===== src/design/string_render_parser_defines.svh =====
// Assertion macros shared by the string render parser RTL.
// No dependencies; included by the files that carry assertions.
`ifndef STRING_RENDER_PARSER_DEFINES_SVH
`define STRING_RENDER_PARSER_DEFINES_SVH

// Same-cycle implication, disabled while reset is asserted.
`define SRP_ASSERT_IMP(lbl, clk, rst_n, ante, cons) \
	lbl: assert property (@(posedge clk) disable iff (!rst_n) (ante) |-> (cons)) \
		else $error("string_render_parser assertion failed");

// Next-cycle implication, disabled while reset is asserted.
`define SRP_ASSERT_NXT(lbl, clk, rst_n, ante, cons) \
	lbl: assert property (@(posedge clk) disable iff (!rst_n) (ante) |=> (cons)) \
		else $error("string_render_parser assertion failed");

`endif


===== src/design/srp_pkg.sv =====
// Types, constants and helper functions of the string render parser.
// No dependencies; imported by every module of the block.
package srp_pkg;

	localparam int POS_WIDTH = 16;
	localparam int CMD_DEPTH = 2;  // power of two
	localparam int CMD_PTR_W = $clog2(CMD_DEPTH);
	localparam int CMD_CNT_W = $clog2(CMD_DEPTH + 1);

	// result kinds
	localparam logic [1:0] KIND_DATA   = 2'd0;
	localparam logic [1:0] KIND_BADCH  = 2'd1;
	localparam logic [1:0] KIND_ACCEPT = 2'd2;
	localparam logic [1:0] KIND_REJECT = 2'd3;

	// configuration register indexes
	localparam logic [1:0] REG_QUOTE    = 2'd0;
	localparam logic [1:0] REG_BIG_END  = 2'd1;
	localparam logic [1:0] REG_BOM      = 2'd2;
	localparam logic [1:0] REG_CHARSET  = 2'd3;

	// charset codes (also the override register encoding)
	localparam logic [1:0] CS_PREFIX = 2'd0;
	localparam logic [1:0] CS_ONE    = 2'd1;
	localparam logic [1:0] CS_TWO    = 2'd2;
	localparam logic [1:0] CS_FOUR   = 2'd3;

	// characters
	localparam logic [7:0] CH_LOW_U   = 8'h75;
	localparam logic [7:0] CH_UP_U    = 8'h55;
	localparam logic [7:0] CH_EIGHT   = 8'h38;
	localparam logic [7:0] CH_APOS    = 8'h27;
	localparam logic [7:0] CH_DQUOTE  = 8'h22;
	localparam logic [7:0] CH_BSLASH  = 8'h5C;
	localparam logic [7:0] CH_LOW_H   = 8'h68;
	localparam logic [7:0] CH_COMMA   = 8'h2C;
	localparam logic [7:0] CH_ZERO    = 8'h30;
	localparam logic [7:0] CH_LOW_A   = 8'h61;
	localparam logic [7:0] CH_LOW_B   = 8'h62;
	localparam logic [7:0] CH_LOW_T   = 8'h74;
	localparam logic [7:0] CH_LOW_N   = 8'h6E;
	localparam logic [7:0] CH_LOW_V   = 8'h76;
	localparam logic [7:0] CH_LOW_F   = 8'h66;
	localparam logic [7:0] CH_LOW_R   = 8'h72;
	localparam logic [7:0] CH_LOW_X   = 8'h78;

	localparam logic [7:0] BOM_HI = 8'hFE;
	localparam logic [7:0] BOM_LO = 8'hFF;
	localparam logic [7:0] SURR_OFS = 8'h40;  // 0x10000 >> 10

	typedef enum logic [3:0] {
		ST_INIT   = 4'd0,
		ST_PREFIX = 4'd1,
		ST_UNIT   = 4'd2,
		ST_STR    = 4'd3,
		ST_BYTE   = 4'd4,
		ST_SUFFIX = 4'd5,
		ST_COMMA  = 4'd6,
		ST_ESCAPE = 4'd7,
		ST_CODE   = 4'd8
	} srp_state_t;

	typedef struct packed {
		logic       action;
		logic [7:0] char_code;
	} srp_in_t;

	typedef struct packed {
		logic [7:0]           out_byte;
		logic [1:0]           kind;
		logic [POS_WIDTH-1:0] position;
		logic                 last;
	} srp_out_t;

	// work handed from the parser to the emitter: one to four results
	typedef struct packed {
		logic [1:0]           kind;
		logic [POS_WIDTH-1:0] position;
		logic [2:0]           nres;
		logic [3:0][7:0]      bytes;
	} srp_cmd_t;

	function automatic logic is_hex(input logic [7:0] c);
		return (c inside {[8'h30:8'h39], [8'h41:8'h46], [8'h61:8'h66]});
	endfunction

	function automatic logic [3:0] hex_of(input logic [7:0] c);
		logic [7:0] v;
		v = 8'h00;
		if (c inside {[8'h30:8'h39]})
			v = c - 8'h30;
		else if (c inside {[8'h41:8'h46]})
			v = c - 8'h37;
		else if (c inside {[8'h61:8'h66]})
			v = c - 8'h57;
		return v[3:0];
	endfunction

endpackage


===== src/design/srp_front.sv =====
// Parser front end: configuration registers, parse state machine and command build.
// Depends on srp_pkg and string_render_parser_defines.svh.
`include "string_render_parser_defines.svh"

module srp_front (
	input  logic             clk,
	input  logic             arst_n,
	input  logic             push,
	input  logic             cmd_full,
	input  srp_pkg::srp_in_t item,
	input  logic             wr_en,
	input  logic [1:0]       wr_index,
	input  logic [7:0]       wr_data,
	output logic             cmd_push,
	output srp_pkg::srp_cmd_t cmd
);
	import srp_pkg::*;

	logic [7:0]           quote_q;
	logic                 big_end_q;
	logic                 bom_q;
	logic [1:0]           cs_ovr_q;

	srp_state_t           st_q, st_d;
	logic [31:0]          acc_q, acc_d;
	logic [3:0]           dig_q, dig_d;
	logic [POS_WIDTH-1:0] cnt_q, cnt_d;
	logic                 failed_q, failed_d;
	logic [POS_WIDTH-1:0] fpos_q, fpos_d;

	logic                 take;
	logic [7:0]           c;
	logic                 c_hex;
	logic [3:0]           c_val;
	logic                 c_quote;
	logic                 ok;
	logic                 start_cs;
	logic [1:0]           prefix_cs;
	logic [1:0]           eff_cs;
	logic [31:0]          acc_sh;
	logic [3:0]           dig_dec;
	logic [2:0]           bom_n;
	logic [3:0][7:0]      bom_b;
	logic [2:0]           dat_n;
	logic [3:0][7:0]      dat_b;

	assign take    = push && !cmd_full;
	assign c       = item.char_code;
	assign c_hex   = is_hex(c);
	assign c_val   = hex_of(c);
	assign c_quote = (c == quote_q) || (c == CH_APOS);
	assign acc_sh  = {acc_q[27:0], c_val};
	assign dig_dec = dig_q - 4'd1;

	always_ff @(posedge clk or negedge arst_n) begin
		if (!arst_n) begin
			quote_q   <= CH_DQUOTE;
			big_end_q <= 1'b0;
			bom_q     <= 1'b0;
			cs_ovr_q  <= CS_PREFIX;
		end else if (wr_en) begin
			case (wr_index)
				REG_QUOTE:   quote_q   <= wr_data;
				REG_BIG_END: big_end_q <= wr_data[0];
				REG_BOM:     bom_q     <= wr_data[0];
				REG_CHARSET: cs_ovr_q  <= wr_data[1:0];
				default:     ;
			endcase
		end
	end

	always_ff @(posedge clk or negedge arst_n) begin
		if (!arst_n) begin
			st_q     <= ST_INIT;
			acc_q    <= '0;
			dig_q    <= '0;
			cnt_q    <= '0;
			failed_q <= 1'b0;
			fpos_q   <= '0;
		end else begin
			st_q     <= st_d;
			acc_q    <= acc_d;
			dig_q    <= dig_d;
			cnt_q    <= cnt_d;
			failed_q <= failed_d;
			fpos_q   <= fpos_d;
		end
	end

	// character acceptance per state
	always_comb begin
		case (st_q)
			ST_INIT:   ok = (c == CH_LOW_U) || (c == CH_UP_U) || c_quote || c_hex;
			ST_PREFIX: ok = (c == CH_EIGHT) || c_quote || c_hex;
			ST_UNIT:   ok = c_quote || c_hex;
			ST_STR:    ok = 1'b1;
			ST_BYTE:   ok = c_hex;
			ST_SUFFIX: ok = (c == CH_LOW_H);
			ST_COMMA:  ok = (c == CH_COMMA);
			ST_ESCAPE: ok = c inside {CH_ZERO, CH_LOW_A, CH_LOW_B, CH_LOW_T, CH_LOW_N,
				CH_LOW_V, CH_LOW_F, CH_LOW_R, CH_BSLASH, CH_DQUOTE, CH_APOS,
				CH_LOW_X, CH_LOW_U, CH_UP_U};
			ST_CODE:   ok = c_hex;
			default:   ok = 1'b0;
		endcase
	end

	// charset choice and byte-order mark
	always_comb begin
		start_cs  = 1'b0;
		prefix_cs = CS_ONE;
		if (st_q == ST_INIT) begin
			start_cs  = (c != CH_LOW_U);
			prefix_cs = (c == CH_UP_U) ? CS_FOUR : CS_ONE;
		end else if (st_q == ST_PREFIX) begin
			start_cs  = 1'b1;
			prefix_cs = (c == CH_EIGHT) ? CS_ONE : CS_TWO;
		end
		eff_cs = (cs_ovr_q != CS_PREFIX) ? cs_ovr_q : prefix_cs;
		bom_n  = 3'd0;
		bom_b  = '0;
		if (start_cs && bom_q) begin
			case (eff_cs)
				CS_TWO: begin
					bom_n = 3'd2;
					bom_b[0] = big_end_q ? BOM_HI : BOM_LO;
					bom_b[1] = big_end_q ? BOM_LO : BOM_HI;
				end
				CS_FOUR: begin
					bom_n = 3'd4;
					bom_b[0] = big_end_q ? 8'h00 : BOM_LO;
					bom_b[1] = big_end_q ? 8'h00 : BOM_HI;
					bom_b[2] = big_end_q ? BOM_HI : 8'h00;
					bom_b[3] = big_end_q ? BOM_LO : 8'h00;
				end
				default: ;
			endcase
		end
	end

	// next state and data bytes
	always_comb begin
		st_d     = st_q;
		acc_d    = acc_q;
		dig_d    = dig_q;
		cnt_d    = cnt_q;
		failed_d = failed_q;
		fpos_d   = fpos_q;
		dat_n    = 3'd0;
		dat_b    = '0;
		cmd_push = 1'b0;
		cmd      = '0;
		if (take) begin
			if (item.action) begin
				cmd_push     = 1'b1;
				cmd.nres     = 3'd1;
				cmd.position = failed_q ? fpos_q : cnt_q;
				cmd.kind     = (!failed_q && (st_q == ST_INIT || st_q == ST_UNIT ||
					st_q == ST_COMMA)) ? KIND_ACCEPT : KIND_REJECT;
				st_d     = ST_INIT;
				acc_d    = '0;
				dig_d    = '0;
				cnt_d    = '0;
				failed_d = 1'b0;
				fpos_d   = '0;
			end else if (!failed_q) begin
				if (!ok) begin
					failed_d     = 1'b1;
					fpos_d       = cnt_q;
					cmd_push     = 1'b1;
					cmd.nres     = 3'd1;
					cmd.kind     = KIND_BADCH;
					cmd.position = cnt_q;
				end else begin
					if (cnt_q != '1)
						cnt_d = cnt_q + 1'b1;
					case (st_q)
						ST_INIT, ST_PREFIX, ST_UNIT: begin
							if (st_q == ST_INIT && c == CH_LOW_U)
								st_d = ST_PREFIX;
							else if ((st_q == ST_INIT && c == CH_UP_U) ||
								(st_q == ST_PREFIX && c == CH_EIGHT))
								st_d = ST_UNIT;
							else if (c_hex) begin
								acc_d = {28'd0, c_val};
								st_d  = ST_BYTE;
							end else if (c_quote)
								st_d = ST_STR;
						end
						ST_STR: begin
							if (c_quote)
								st_d = ST_COMMA;
							else if (c == CH_BSLASH)
								st_d = ST_ESCAPE;
							else begin
								dat_n    = 3'd1;
								dat_b[0] = c;
							end
						end
						ST_BYTE: begin
							acc_d = acc_sh;
							st_d  = ST_SUFFIX;
						end
						ST_SUFFIX: begin
							dat_n    = 3'd1;
							dat_b[0] = acc_q[7:0];
							acc_d    = '0;
							st_d     = ST_COMMA;
						end
						ST_COMMA: st_d = ST_UNIT;
						ST_ESCAPE: begin
							st_d  = ST_STR;
							dat_n = 3'd1;
							case (c)
								CH_ZERO:  dat_b[0] = 8'd0;
								CH_LOW_A: dat_b[0] = 8'd7;
								CH_LOW_B: dat_b[0] = 8'd8;
								CH_LOW_T: dat_b[0] = 8'd9;
								CH_LOW_N: dat_b[0] = 8'd10;
								CH_LOW_V: dat_b[0] = 8'd11;
								CH_LOW_F: dat_b[0] = 8'd12;
								CH_LOW_R: dat_b[0] = 8'd13;
								CH_LOW_X: begin
									dat_n = 3'd0;
									dig_d = 4'd2;
									st_d  = ST_CODE;
								end
								CH_LOW_U: begin
									dat_n = 3'd0;
									dig_d = 4'd4;
									st_d  = ST_CODE;
								end
								CH_UP_U: begin
									dat_n = 3'd0;
									dig_d = 4'd8;
									st_d  = ST_CODE;
								end
								default:  dat_b[0] = c;
							endcase
						end
						ST_CODE: begin
							acc_d = acc_sh;
							dig_d = dig_dec;
							if (dig_dec == 4'd0) begin
								acc_d = '0;
								st_d  = ST_STR;
								// negative or below 0x10000: one byte, else surrogate pair
								if (acc_sh[31] || acc_sh[30:16] == 15'd0) begin
									dat_n    = 3'd1;
									dat_b[0] = acc_sh[7:0];
								end else begin
									dat_n    = 3'd2;
									dat_b[0] = acc_sh[17:10] - SURR_OFS;
									dat_b[1] = acc_sh[7:0];
								end
							end
						end
						default: ;
					endcase
					// a charset start never emits data in the same step
					cmd.kind = KIND_DATA;
					if (bom_n != 3'd0) begin
						cmd.nres  = bom_n;
						cmd.bytes = bom_b;
					end else begin
						cmd.nres  = dat_n;
						cmd.bytes = dat_b;
					end
					cmd_push = (bom_n != 3'd0) || (dat_n != 3'd0);
				end
			end
		end
	end

	`SRP_ASSERT_NXT(a_end_clears, clk, arst_n, take && item.action,
		st_q == ST_INIT && !failed_q && cnt_q == '0)
	`SRP_ASSERT_IMP(a_push_nonempty, clk, arst_n, cmd_push,
		cmd.nres != 3'd0 && cmd.nres <= 3'd4)

endmodule


===== src/design/srp_cmd_fifo.sv =====
// Short command queue between the parser front end and the result emitter.
// Depends on srp_pkg and string_render_parser_defines.svh.
`include "string_render_parser_defines.svh"

module srp_cmd_fifo (
	input  logic              clk,
	input  logic              arst_n,
	input  logic              push,
	input  srp_pkg::srp_cmd_t wdata,
	input  logic              pop,
	output srp_pkg::srp_cmd_t head,
	output logic              full,
	output logic              empty
);
	import srp_pkg::*;

	srp_cmd_t             mem_q [CMD_DEPTH];
	logic [CMD_PTR_W-1:0] wr_ptr_q;
	logic [CMD_PTR_W-1:0] rd_ptr_q;
	logic [CMD_CNT_W-1:0] count_q;
	logic                 do_push;
	logic                 do_pop;

	assign full    = (count_q == CMD_CNT_W'(CMD_DEPTH));
	assign empty   = (count_q == '0);
	assign do_push = push && !full;
	assign do_pop  = pop && !empty;
	assign head    = mem_q[rd_ptr_q];

	always_ff @(posedge clk) begin
		if (do_push)
			mem_q[wr_ptr_q] <= wdata;
	end

	always_ff @(posedge clk or negedge arst_n) begin
		if (!arst_n) begin
			wr_ptr_q <= '0;
			rd_ptr_q <= '0;
			count_q  <= '0;
		end else begin
			if (do_push)
				wr_ptr_q <= wr_ptr_q + 1'b1;
			if (do_pop)
				rd_ptr_q <= rd_ptr_q + 1'b1;
			if (do_push && !do_pop)
				count_q <= count_q + 1'b1;
			else if (do_pop && !do_push)
				count_q <= count_q - 1'b1;
		end
	end

	`SRP_ASSERT_IMP(a_count_bound, clk, arst_n, 1'b1, count_q <= CMD_CNT_W'(CMD_DEPTH))
	`SRP_ASSERT_IMP(a_no_pop_empty, clk, arst_n, pop, !empty)

endmodule


===== src/design/srp_back.sv =====
// Result emitter: walks each queued command one result per cycle, while results are popped, into the output register.
// Depends on srp_pkg and string_render_parser_defines.svh.
`include "string_render_parser_defines.svh"

module srp_back (
	input  logic              clk,
	input  logic              arst_n,
	input  srp_pkg::srp_cmd_t head,
	input  logic              cmd_empty,
	output logic              cmd_pop,
	input  logic              pop,
	output logic              empty,
	output srp_pkg::srp_out_t result
);
	import srp_pkg::*;

	srp_out_t   res_q;
	logic       res_valid_q;
	logic [1:0] idx_q;
	logic       load;
	logic       at_last;

	assign load    = !cmd_empty && (!res_valid_q || pop);
	assign at_last = ({1'b0, idx_q} == head.nres - 3'd1);
	assign cmd_pop = load && at_last;
	assign empty   = !res_valid_q;
	assign result  = res_q;

	always_ff @(posedge clk) begin
		if (load) begin
			res_q.out_byte <= head.bytes[idx_q];
			res_q.kind     <= head.kind;
			res_q.position <= head.position;
			res_q.last     <= at_last;
		end
	end

	always_ff @(posedge clk or negedge arst_n) begin
		if (!arst_n) begin
			res_valid_q <= 1'b0;
			idx_q       <= '0;
		end else begin
			if (load)
				res_valid_q <= 1'b1;
			else if (pop)
				res_valid_q <= 1'b0;
			if (load)
				idx_q <= at_last ? 2'd0 : idx_q + 2'd1;
		end
	end

	`SRP_ASSERT_IMP(a_status_is_last, clk, arst_n,
		res_valid_q && res_q.kind != KIND_DATA, res_q.last)

endmodule


===== src/design/string_render_parser.sv =====
// Top level of the string render parser: front end, command queue and result emitter.
// Depends on srp_pkg, srp_front, srp_cmd_fifo and srp_back.
//
// Accepts one rendered-string character (or an end marker) per cycle while full is low,
// on a queue-style push/full input, and returns bytes and status on a queue-style
// empty/pop output. The front end parses each item in the cycle it is accepted and
// queues a command of one to four results; the emitter delivers one result per cycle
// while results are popped. Most items yield one result, a surrogate pair two and a
// byte-order mark up to four. The output port bandwidth of one result per cycle sets
// the sustained rate; a two-entry command queue and the output register let the input
// keep flowing while results wait to be popped. Configuration must be written through
// wr_en/wr_index/wr_data only while the block is idle; the block does not enforce this.
module string_render_parser (
	input  logic              clk,
	input  logic              arst_n,
	input  logic              push,
	output logic              full,
	input  srp_pkg::srp_in_t  item,
	output logic              empty,
	input  logic              pop,
	output srp_pkg::srp_out_t result,
	input  logic              wr_en,
	input  logic [1:0]        wr_index,
	input  logic [7:0]        wr_data
);
	import srp_pkg::*;

	srp_cmd_t cmd;
	srp_cmd_t head;
	logic     cmd_push;
	logic     cmd_pop;
	logic     cmd_empty;

	srp_front u_front (
		.clk      (clk),
		.arst_n   (arst_n),
		.push     (push),
		.cmd_full (full),
		.item     (item),
		.wr_en    (wr_en),
		.wr_index (wr_index),
		.wr_data  (wr_data),
		.cmd_push (cmd_push),
		.cmd      (cmd)
	);

	srp_cmd_fifo u_fifo (
		.clk    (clk),
		.arst_n (arst_n),
		.push   (cmd_push),
		.wdata  (cmd),
		.pop    (cmd_pop),
		.head   (head),
		.full   (full),
		.empty  (cmd_empty)
	);

	srp_back u_back (
		.clk       (clk),
		.arst_n    (arst_n),
		.head      (head),
		.cmd_empty (cmd_empty),
		.cmd_pop   (cmd_pop),
		.pop       (pop),
		.empty     (empty),
		.result    (result)
	);

endmodule

===== config.mk =====
export PLATFORM = sky130hd
export DESIGN_NAME = string_render_parser
export DESIGN_NICKNAME = d
export VERILOG_FILES = /design/src/design/srp_pkg.sv /design/src/design/srp_front.sv /design/src/design/srp_cmd_fifo.sv /design/src/design/srp_back.sv /design/src/design/string_render_parser.sv
export VERILOG_INCLUDE_DIRS = /design/src /design/src/design
export SDC_FILE = /design/constraint.sdc
export NUM_CORES = 1
export LEC_CHECK = 0
export ABC_AREA = 1
export ABC_CLOCK_PERIOD_IN_PS = 5700
export BUFFER_PORTS_ARGS = -buffer_cell sky130_fd_sc_hd__clkbuf_2
export CAP_MARGIN = 10
export CORE_MARGIN = 5
export CORE_UTILIZATION = 57
export DETAILED_ROUTE_END_ITERATION = 10
export PLACE_DENSITY = 0.75
export REMOVE_ABC_BUFFERS = 1
export SLEW_MARGIN = 25
export SYNTH_ARGS = -nofsm -noshare
export SYNTH_HDL_FRONTEND = slang
export SYNTH_SLANG_ARGS = --single-unit

===== constraint.sdc =====
create_clock -name clk -period 5.7 [get_ports clk]
set_clock_uncertainty 0.05 [all_clocks]
set_input_delay 0.285 -clock clk [delete_from_list [all_inputs] [get_ports clk]]
set_output_delay 0.285 -clock clk [all_outputs]
set_load 0.03 [all_outputs]

# == Word-level counts from Yosys, hierarchy flattened ==
# Memories as Yosys holds them, arrays and structs flattened.
# Index checks and enable logic that the tools add are counted.
# word_totals
regBits,115
mem_bits_rw,106
inputBits,24
output_inout_bits,29
wordCells,246
mem_count,1
# op_classes
addsub,12
magnitude_cmp,7
n_eq_ne,44
mux,99
reduce_logical,64
# mem_list
memory,depth,word_bits,read_ports,rd_ports_with_merged_regs,wr,line_no,text
u_fifo.mem_q,2,53,1,0,1,srp_cmd_fifo.sv:17,srp_cmd_t mem_q [CMD_DEPTH];
# op_table
op,count
$mux W28,7
$mux W16,11
$pmux W28 S4,1
$mux W53,2
$eq A8 B7 Y1 const B,12
$mux W32,3
$mux W8,10
$mux W4,17
$pmux W8 S8,1
$eq A8 B6 Y1 const B,5
$mux W35,1
$pmux W16 S2,1
$pmux W8 S4,1
$pmux W4 S7,1
$mux W3,8
$mux W21,1
$mux W1,19
$mux W2,9
$add A16 B1 Y16 const B,1
$bmux W8 S2,1
$eq A4 B3 Y1 const B,4
$ge A8 B7 Y1 const B,2
$le A8 B7 Y1 const B,2
$ne A16 B16 Y1 const B,1
other kinds (48),105

# == Depth between registers and ports, before layout ==
# Gate-level depths: netlist (run 1).
# logic_depth
ltp_word,20
ltp_mapped,20
ltp_nobuf,19

# == Hierarchy ==
# A second synthesis (run 1) with hierarchy kept.
# unflattened
hier_cells,1357
hier_area_um2,11671.2
# modules_own_cells
module,instances,cells_each,area_per_inst_um2
srp_front,1,939,6269.8
srp_cmd_fifo,1,308,4110.2
srp_back,1,110,1291.2

# == Least setup slack after synthesis (run 1) ==
# No wires, ideal clock.
# synth_timing
kind,input to register
start,in item[0] in the netlist's numbering
end,"mem u_fifo.mem_q[1][0] in the netlist's numbering, enable pin"
setup_time_ns,0.446
arrival_ns,3.612
required_time_ns,5.204
setup_slack_ns,1.592
path_stages,16
n_path_buf,1
path_cell_list,inv_1 -> ha_1 -> nand2_1 -> nor2_1 -> nand2_1 -> nand2_1 -> nor2_2 -> nand2_1 -> nor2_1 -> nor2_1 -> nor2_4 -> nand2_4 -> nand2_8 -> nand2_4 -> buf_6 -> a21oi_1
# synth_between
elab_chain_len,17
word_cells_on_any_way,68
cone_classes,order compare: 6; eq/ne: 21; mux: 23; reduce/logical: 18
# synth_lines
element,line_no,text
"start, declared",string_render_parser.sv:18,"input srp_pkg::srp_in_t item,"
$eq A8 B7 Y1 (tied with other cells),n/a,
$reduce_or A3 Y1 (no source line) (tied with other cells),n/a,
$mux W1 (tied with other cells),srp_front.sv:214,case (c)
$pmux W3 S4 / $mux W2 (equally long branches),"srp_front.sv:177, srp_front.sv:112",
$mux W3 / $mux W2 (equally long branches),"srp_front.sv:167, srp_front.sv:119",
$mux W3 / $eq A2 B2 Y1 (equally long branches),"srp_front.sv:166, srp_front.sv:123",
$mux W3 / $pmux W3 S2 (equally long branches),"srp_front.sv:154, srp_front.sv:123",
"$mux W3, on equally long branches","srp_front.sv:153, srp_front.sv:122",
$reduce_bool A3 Y1,srp_front.sv:269,cmd_push = (bom_n != 3'd0) || (dat_n != 3'd0);
$logic_or A1 B1 Y1,srp_front.sv:269,
$mux W1 *,srp_front.sv:167,if (!ok) begin
$mux W1 *,srp_front.sv:166,end else if (!failed_q) begin
$mux W1 *,srp_front.sv:154,if (item.action) begin
$mux W1 *,srp_front.sv:153,if (take) begin
$logic_and A1 B1 Y1 *,srp_cmd_fifo.sv:26,assign do_push = push && !full;
$mux W1 *,srp_cmd_fifo.sv:31,if (do_push)
$mux W1 (not written as such) *,srp_cmd_fifo.sv:32,mem_q[wr_ptr_q] <= wdata;
"end, declared",srp_cmd_fifo.sv:17,
# Every way passes the cells marked *; elsewhere a longest branch is shown, timed or not. The select of a mux whose other input is x is not followed.

# == Worst setup path in the final report (run 1) ==
# layout_timing
start,reg u_fifo.count_q[1]
end,"mem u_fifo.mem_q[0][7] in the netlist's numbering, enable pin"
# layout_between
elab_chain_len,7
# layout_lines
element,line_no,text
"start, declared",srp_cmd_fifo.sv:20,logic [CMD_CNT_W-1:0] count_q;
"start signal, assigned",srp_cmd_fifo.sv:46,count_q <= count_q + 1'b1;
"start signal, assigned",srp_cmd_fifo.sv:48,count_q <= count_q - 1'b1;
$eq A2 B2 Y1 *,srp_cmd_fifo.sv:24,assign full = (count_q == CMD_CNT_W'(CMD_DEPTH));
$logic_not A1 Y1 *,"srp_front.sv:47, srp_cmd_fifo.sv:26",
$logic_and A1 B1 Y1,srp_front.sv:47,assign take = push && !cmd_full;
$mux W1,srp_front.sv:153,
$logic_and A1 B1 Y1 *,srp_cmd_fifo.sv:26,
net u_fifo.do_push,srp_cmd_fifo.sv:21,logic do_push;
$mux W1 *,srp_cmd_fifo.sv:31,
$mux W1 (not written as such) *,srp_cmd_fifo.sv:32,
# The timed path passes the listed nets; every way through them passes the cells marked *.

==> out/metrics.yaml, run 1 <==
finish:
  syn_to_final_growth_pct: 9.56
  fin_nets: 1260
  post_route_cells_drive_above_1_share_pct: 13.2
  antenna_cells: 0
  nFillCells: 1469
  final_cells: 1464
sta:
  setup_ws_ns: 2.08
  fmax_ghz: 0.277
  period_share_pct: 63.4
  drv_slew: 0
  fin_crit_ns: 3.62
  hold_viol_final: 0
  holdWs_ns: 0.0179
  setup_viol: 0
  setup_tns_ns: 0
  max_slew.worst_pin.slew_ns: 0.860
  relSlewSlack_pct: 42.7
  grt_setup_unrepaired: "no"
job:
  drv_cap: 0
cts:
  cts_sinks: 191
  clockRootBuffer: "clkbuf_16"
  htreeDepth: 4
  cts_buffer_depth: 2
  cts_buffers: 17
  path_clk_slew_ns: 0.08
  cts_tree: "done"
  clk_latency_ns: 0.44
  postCtsSetupBuffers: 0
  cts_resized: 0
logic_synthesis:
  ys_ff_latch: 191
  syn_inst: 1193
  seq_area_frac_synth_pct: 52.1
  synth_edf_count: 103
  synth_area_sq_um: 10200
  synth_area_per_cell_sq_um: 8.52
  synthArstFlopShare_pct: 46.1
  yosysWarnings: 0
  ys_types: 48
  synth-main-ff-cell: "edfxtp_1"
power:
  powerDensity_nw_per_um2: 277
  ir_drop_mv: 0.222
  p_leak_nw: 4.71
worst_setup_path:
  cp-end-kind: "register"
  critPathMaxFanout: 41
  startpoint_type: "register"
  critPathMaxStageDelay_ns: 0.57
  cpMostUsedCell: "buf_4"
  worstSetupPathType: "reg -> reg"
  arrival_ns: 3.69
  crit_slowest_cell: "inv_1"
  crit_required_ns: 5.78
  path_cells: "inv_1 > o21ai_0 > nor2_1 > buf_4 > nor2_1 > inv_2 > buf_4 > nand2_4 > nand2_1 > nand2_1 > inv_1 > buf_4"
place:
  place_congestion: 0.978
  io_buffers: 52
  dp.cells: 1430
  dp_hpwl_um: 15800
  dp_slack_ns: 1.75
global_route:
  grt_use_total_pct: 22.7
  grt_max_degree: 68
  antenna_found_initial: 0
  grt.overflow.total: 0
  grt_pass1_wl_um: 37300
  grt_pass1_vias: 7539
floorplanning:
  start_util_pct: 58.4
  die_area_sq_um: 20600
  ios: 53
  die_width_um: 144
  core_area_sq_um: 17400
  num_rows: 48
  chipHeight_um: 144
route:
  antenna_left: 0
  avgRoutedWirePerCell_um: 15.5
  drt_first_pass_iters: 5
  drc: 0
  drt_wl_total_um: 22600
  drt-initial-drc-count: 684
  num_vias: 7995
  viasPerCell: 5.46
outcome:
  outcome: "finished clean"
min_path:
  min_path_type: "in -> reg"
## state kept, by name, indices dropped and copies added (netlist names)
signal	cells
u_front.st_q	4
u_fifo.count_q	2
u_front.fpos_q	16
u_front.cnt_q	16
u_fifo.mem_q	76
u_front.bom_q	1
u_fifo.rd_ptr_q	1
u_back.idx_q	2
u_front.dig_q	4
u_front.big_end_q	1
u_back.res_valid_q	1
u_front.cs_ovr_q	2
u_front.acc_q	28
u_fifo.wr_ptr_q	1
u_back.result	27
u_front.failed_q	1
u_front.quote_q	8
## area by class of cell
cell class | count | area [sq um] | area share, %
clock buffers | 17 | 425 | 3.82
clock inverters | 15 | 193 | 1.73
inverters | 110 | 420 | 3.77
multi-input cells | 842 | 4170 | 37.4
flip-flops and latches | 191 | 5300 | 47.5
well taps | 225 | 282 | 2.53
repair buffers | 64 | 358 | 3.21
## logic make-up after synthesis
kind of cell               after synthesis  synth area share, %
and+or+nand+nor                        665                 29.0
DFF                                    191                 52.1
buffers and inverters                  160                 7.09
AOI/OAI and AO/OA                      126                 6.89
xor gates and xnor gates                31                 2.67
muxes                                   10                 1.06
adders and majority gates               10                 1.23
## synthesized netlist by cell type (11+ instances only)
cell / count / area share (%)
a21oi_1: 49 / 2.4
clkbuf_1: 21 / 0.78
dfrtp_1: 86 / 21
edfxtp_1: 103 / 30
inv_1: 94 / 3.5
inv_2: 11 / 0.41
nand2_1: 369 / 14
nand3_1: 60 / 3.0
nand4_1: 46 / 2.8
nor2_1: 127 / 4.7
nor2_2: 18 / 1.1
nor3_1: 12 / 0.59
o21ai_0: 34 / 1.7
o21ai_1: 22 / 1.1
xor2_1: 28 / 2.4
## stage by stage
step	area, sq um	utilization (%)	power [mW]
after detailed placement	10500	60.3	1.89
after floorplan	9870	-	1.78
after global placement	10500	60.3	1.88
after global routing	11100	64.0	3.20
after CTS	11100	64.0	3.10
final	11100	64.0	3.09
## placed cells by master (no fill, tap or decap), types with 2 or more instances in the layout
master	Yosys	layout
clkinv_1	2	2
nor3_2	3	3
edfxtp_1	103	103
o22ai_1	2	2
a221o_1	7	7
xnor2_1	3	3
dfstp_2	2	2
inv_8	0	4
o21ai_1	22	22
a21oi_1	49	47
xor2_1	28	28
nand3b_1	4	4
clkinv_8	0	4
inv_2	11	11
nor2_2	18	18
buf_4	7	11
nand2_2	8	8
nand4_1	46	46
clkbuf_2	0	51
clkbuf_16	0	17
inv_6	0	3
mux2i_1	4	4
o211ai_1	3	3
nand2_1	369	369
a211oi_1	2	2
mux2_2	6	6
inv_4	3	3
inv_1	94	94
nor3_1	12	12
nand2_4	4	4
nor2_4	7	7
ha_1	10	10
inv_12	0	3
nand3_2	2	2
dlygate4sd3_1	0	2
nor2_1	127	127
dfrtp_1	86	86
o21ai_0	34	34
nand3_1	60	60
## worst paths after layout
| kind | slack, ns | to | cells after the start | from |
|---|---|---|---|---|
| setup / recovery | 2.08 | u_fifo.mem_q[0][7] | 12 | u_fifo.count_q[1] |
| hold / removal | 0.02 | u_front.quote_q[1] | 3 | wr_data[1] |
| setup reg to reg | 2.08 | u_fifo.mem_q[0][7] | 12 | u_fifo.count_q[1] |
| hold reg to reg | 0.43 | u_front.acc_q[8] | 2 | u_front.acc_q[8] |
| max in group asynchronous | 4.18 | u_fifo.count_q[1] | 3 | arst_n |
| min in group asynchronous | 0.25 | u_front.quote_q[6] | 2 | arst_n |
## power by group
part           internal (mW)  leakage (nW)  switching, mW
clock                  0.607         0.297          0.623
combinational          0.102          2.53          0.220
sequential              1.50          1.88         0.0360
total                   2.21          4.71          0.878
## worst max-delay path: cells and delay by family, from the launching register on
| family | cells | cell delay [ns] |
|---|---|---|
| buffers and inverters | 6 | 1.81 |
| and+or+nand+nor | 5 | 0.84 |
| DFF | 1 | 0.37 |
| AOI/OAI and AO/OA | 1 | 0.21 |
## timing repair
action                                  in CTS  in global routing
endpoints found under the hold margin       22                  0
hold buffers                                 2                  0
endpoints found under the setup margin       0                  0
## per-layer routing
metal	part of all wire (%)	up-vias	wire [um]	track usage (%)
li1	-	3991	-	-
met1	46	3744	10400	32.3
met2	47	238	10500	35.5
met3	6.0	22	1360	4.19
met4	1.3	0	293	7.23
met5	0	-	0	0
(Power assumes the default switching activity.)
==> run 2: changes to the inputs <==
Settings changed: ABC_CLOCK_PERIOD_IN_PS 5700 to 3720.
Clock period 5.7 ns to 3.72 ns, I/O delays scaled along.
==> out/metrics.yaml, run 2 (synthesized netlist as in run 1, its figures left out) <==
finish:
  top_register: "u_fifo.mem_q"
  post_route_cells_drive_above_1_share_pct: 13.6
  multiInputGateArea_sq_um: 4170
  seq_area_sq_um: 5300
  antenna_cells: 0
  final_common_cell: "nand2_1"
  final_cells: 1486
  largest_reg_flops: 76
  syn_to_final_growth_pct: 11.7
  nFillCells: 1438
  layout_common_cells: "369 x nand2_1, 127 x nor2_1, 103 x edfxtp_1, 94 x inv_1, 86 x dfrtp_1"
  fin_util_pct: 65.2
  fin_nets: 1282
sta:
  fmax_ghz: 0.352
  holdWs_ns: 0.0649
  setup_viol: 0
  setup_tns_ns: 0
  hold_viol_final: 0
  fin_crit_ns: 2.84
  period_share_pct: 76.3
  drv_slew: 0
  grt_setup_unrepaired: "no"
  relSlewSlack_pct: 50.6
  max_slew.worst_pin.slew_ns: 0.723
global_route:
  grt_use_total_pct: 23.4
  grt_max_degree: 42
  grt_pass1_wl_um: 38500
  grt_pass1_vias: 7728
  grt.overflow.total: 0
  antenna_found_initial: 0
cts:
  path_clk_slew_ns: 0.08
  clockRootBuffer: "clkbuf_16"
  cts_buffer_depth: 2
  cts_sinks: 191
  cts_tree: "done"
  htreeDepth: 4
  postCtsSetupBuffers: 0
  cts_buffers: 17
  cts_resized: 0
  clk_latency_ns: 0.44
floorplanning:
  ios: 53
  core_area_sq_um: 17400
  start_util_pct: 58.4
  chipHeight_um: 144
  die_width_um: 144
  num_rows: 48
  die_area_sq_um: 20600
route:
  antenna_left: 0
  drc: 0
  viasPerCell: 5.52
  drt-initial-drc-count: 708
  num_vias: 8202
  avgRoutedWirePerCell_um: 15.5
  drt_first_pass_iters: 5
  drt_wl_total_um: 23100
outcome:
  outcome: "finished clean"
worst_setup_path:
  cp-end-kind: "register"
  arrival_ns: 2.87
  worstSetupPathType: "reg -> reg"
  critPathMaxFanout: 38
  crit_required_ns: 3.75
  ff2ff_setup_slack_ns: 0.88
  startpoint_type: "register"
job:
  drv_cap: 0
place:
  io_buffers: 52
  dp.cells: 1439
  place_congestion: 1.02
  dp_hpwl_um: 16300
power:
  ir_drop_mv: 0.366
  p_leak_nw: 4.82
  powerDensity_nw_per_um2: 420
min_path:
  min_path_type: "in -> reg"
[run 2: cell types whose count changed in the layout (fill, tap and decap cells not counted)]
cell / change
buf_4: +9
clkinv_4: +1
clkinv_8: +2
clkinvlp_4: -1
dlygate4sd3_1: +13
inv_12: +2
inv_8: -4
[run 2: per-layer routing]
metal | GRT usage (%) | up-vias | routed length (um) | part of all wire [%]
li1 | - | 4037 | - | -
met1 | 34.1 | 3843 | 10500 | 46
met2 | 36.4 | 286 | 10600 | 46
met3 | 4.53 | 36 | 1480 | 6.4
met4 | 5.75 | 0 | 405 | 1.8
met5 | 0 | - | 0 | 0
[run 2: report_power, final]
group	switching (mW)	leakage, nW	total [mW]	internal (mW)
combinational	0.345	2.63	0.517	0.172
clock	0.956	0.305	1.90	0.940
sequential	0.0580	1.88	2.36	2.30
[run 2: repair_timing]
item / 4_1_cts / 5_1_grt
hold endpoints to repair: 47 / 0
hold buffers: 15 / 0
endpoints found under the setup margin: 0 / 0
[run 2: worst paths after layout]
check | to | cells after the start | start
max reg2reg | u_fifo.mem_q[0][50] | 14 | u_front.dig_q[0]
max | u_fifo.mem_q[0][50] | 14 | u_front.dig_q[0]
min reg2reg | u_front.acc_q[22] | 2 | u_front.acc_q[22]
max in group asynchronous | u_front.st_q[1] | 3 | arst_n
min in group asynchronous | u_front.quote_q[7] | 2 | arst_n
min | u_front.cs_ovr_q[0] | 3 | wr_en
[run 2: cell type report]
cell class | count | share of cell area, %
tap | 225 | 2.48
clock inverter | 15 | 1.88
inverter | 110 | 3.70
clock buffer | 17 | 3.74
timing repair buffer | 86 | 4.89
multi-input combinational | 842 | 36.7
sequential | 191 | 46.6
[run 2: per-stage QoR]
stage | cell area, sq um | total power, mW | setup slack (ns)
after detailed placement | 10600 | 2.90 | 0.672
after global routing | 11400 | 4.96 | 0.614
after global placement | 10600 | 2.89 | 0.767
after floorplan | 9870 | 2.72 | -0.780
final | 11400 | 4.77 | 0.883
after CTS | 11400 | 4.80 | 0.914
[run 2: worst max-delay path, stage by stage (launching register included)]
cell and delay [ns]:
dfrtp_1 0.41, inv_1 0.08, ha_1 0.21, xor2_1 0.17, nor2_1 0.09, nand2_1 0.16
nor2_1 0.18, nand2_1 0.13, nand2_1 0.10, nand3b_1 0.11, nand2_1 0.11, nand2_1 0.12
nand2_1 0.07, inv_1 0.05, buf_4 0.43
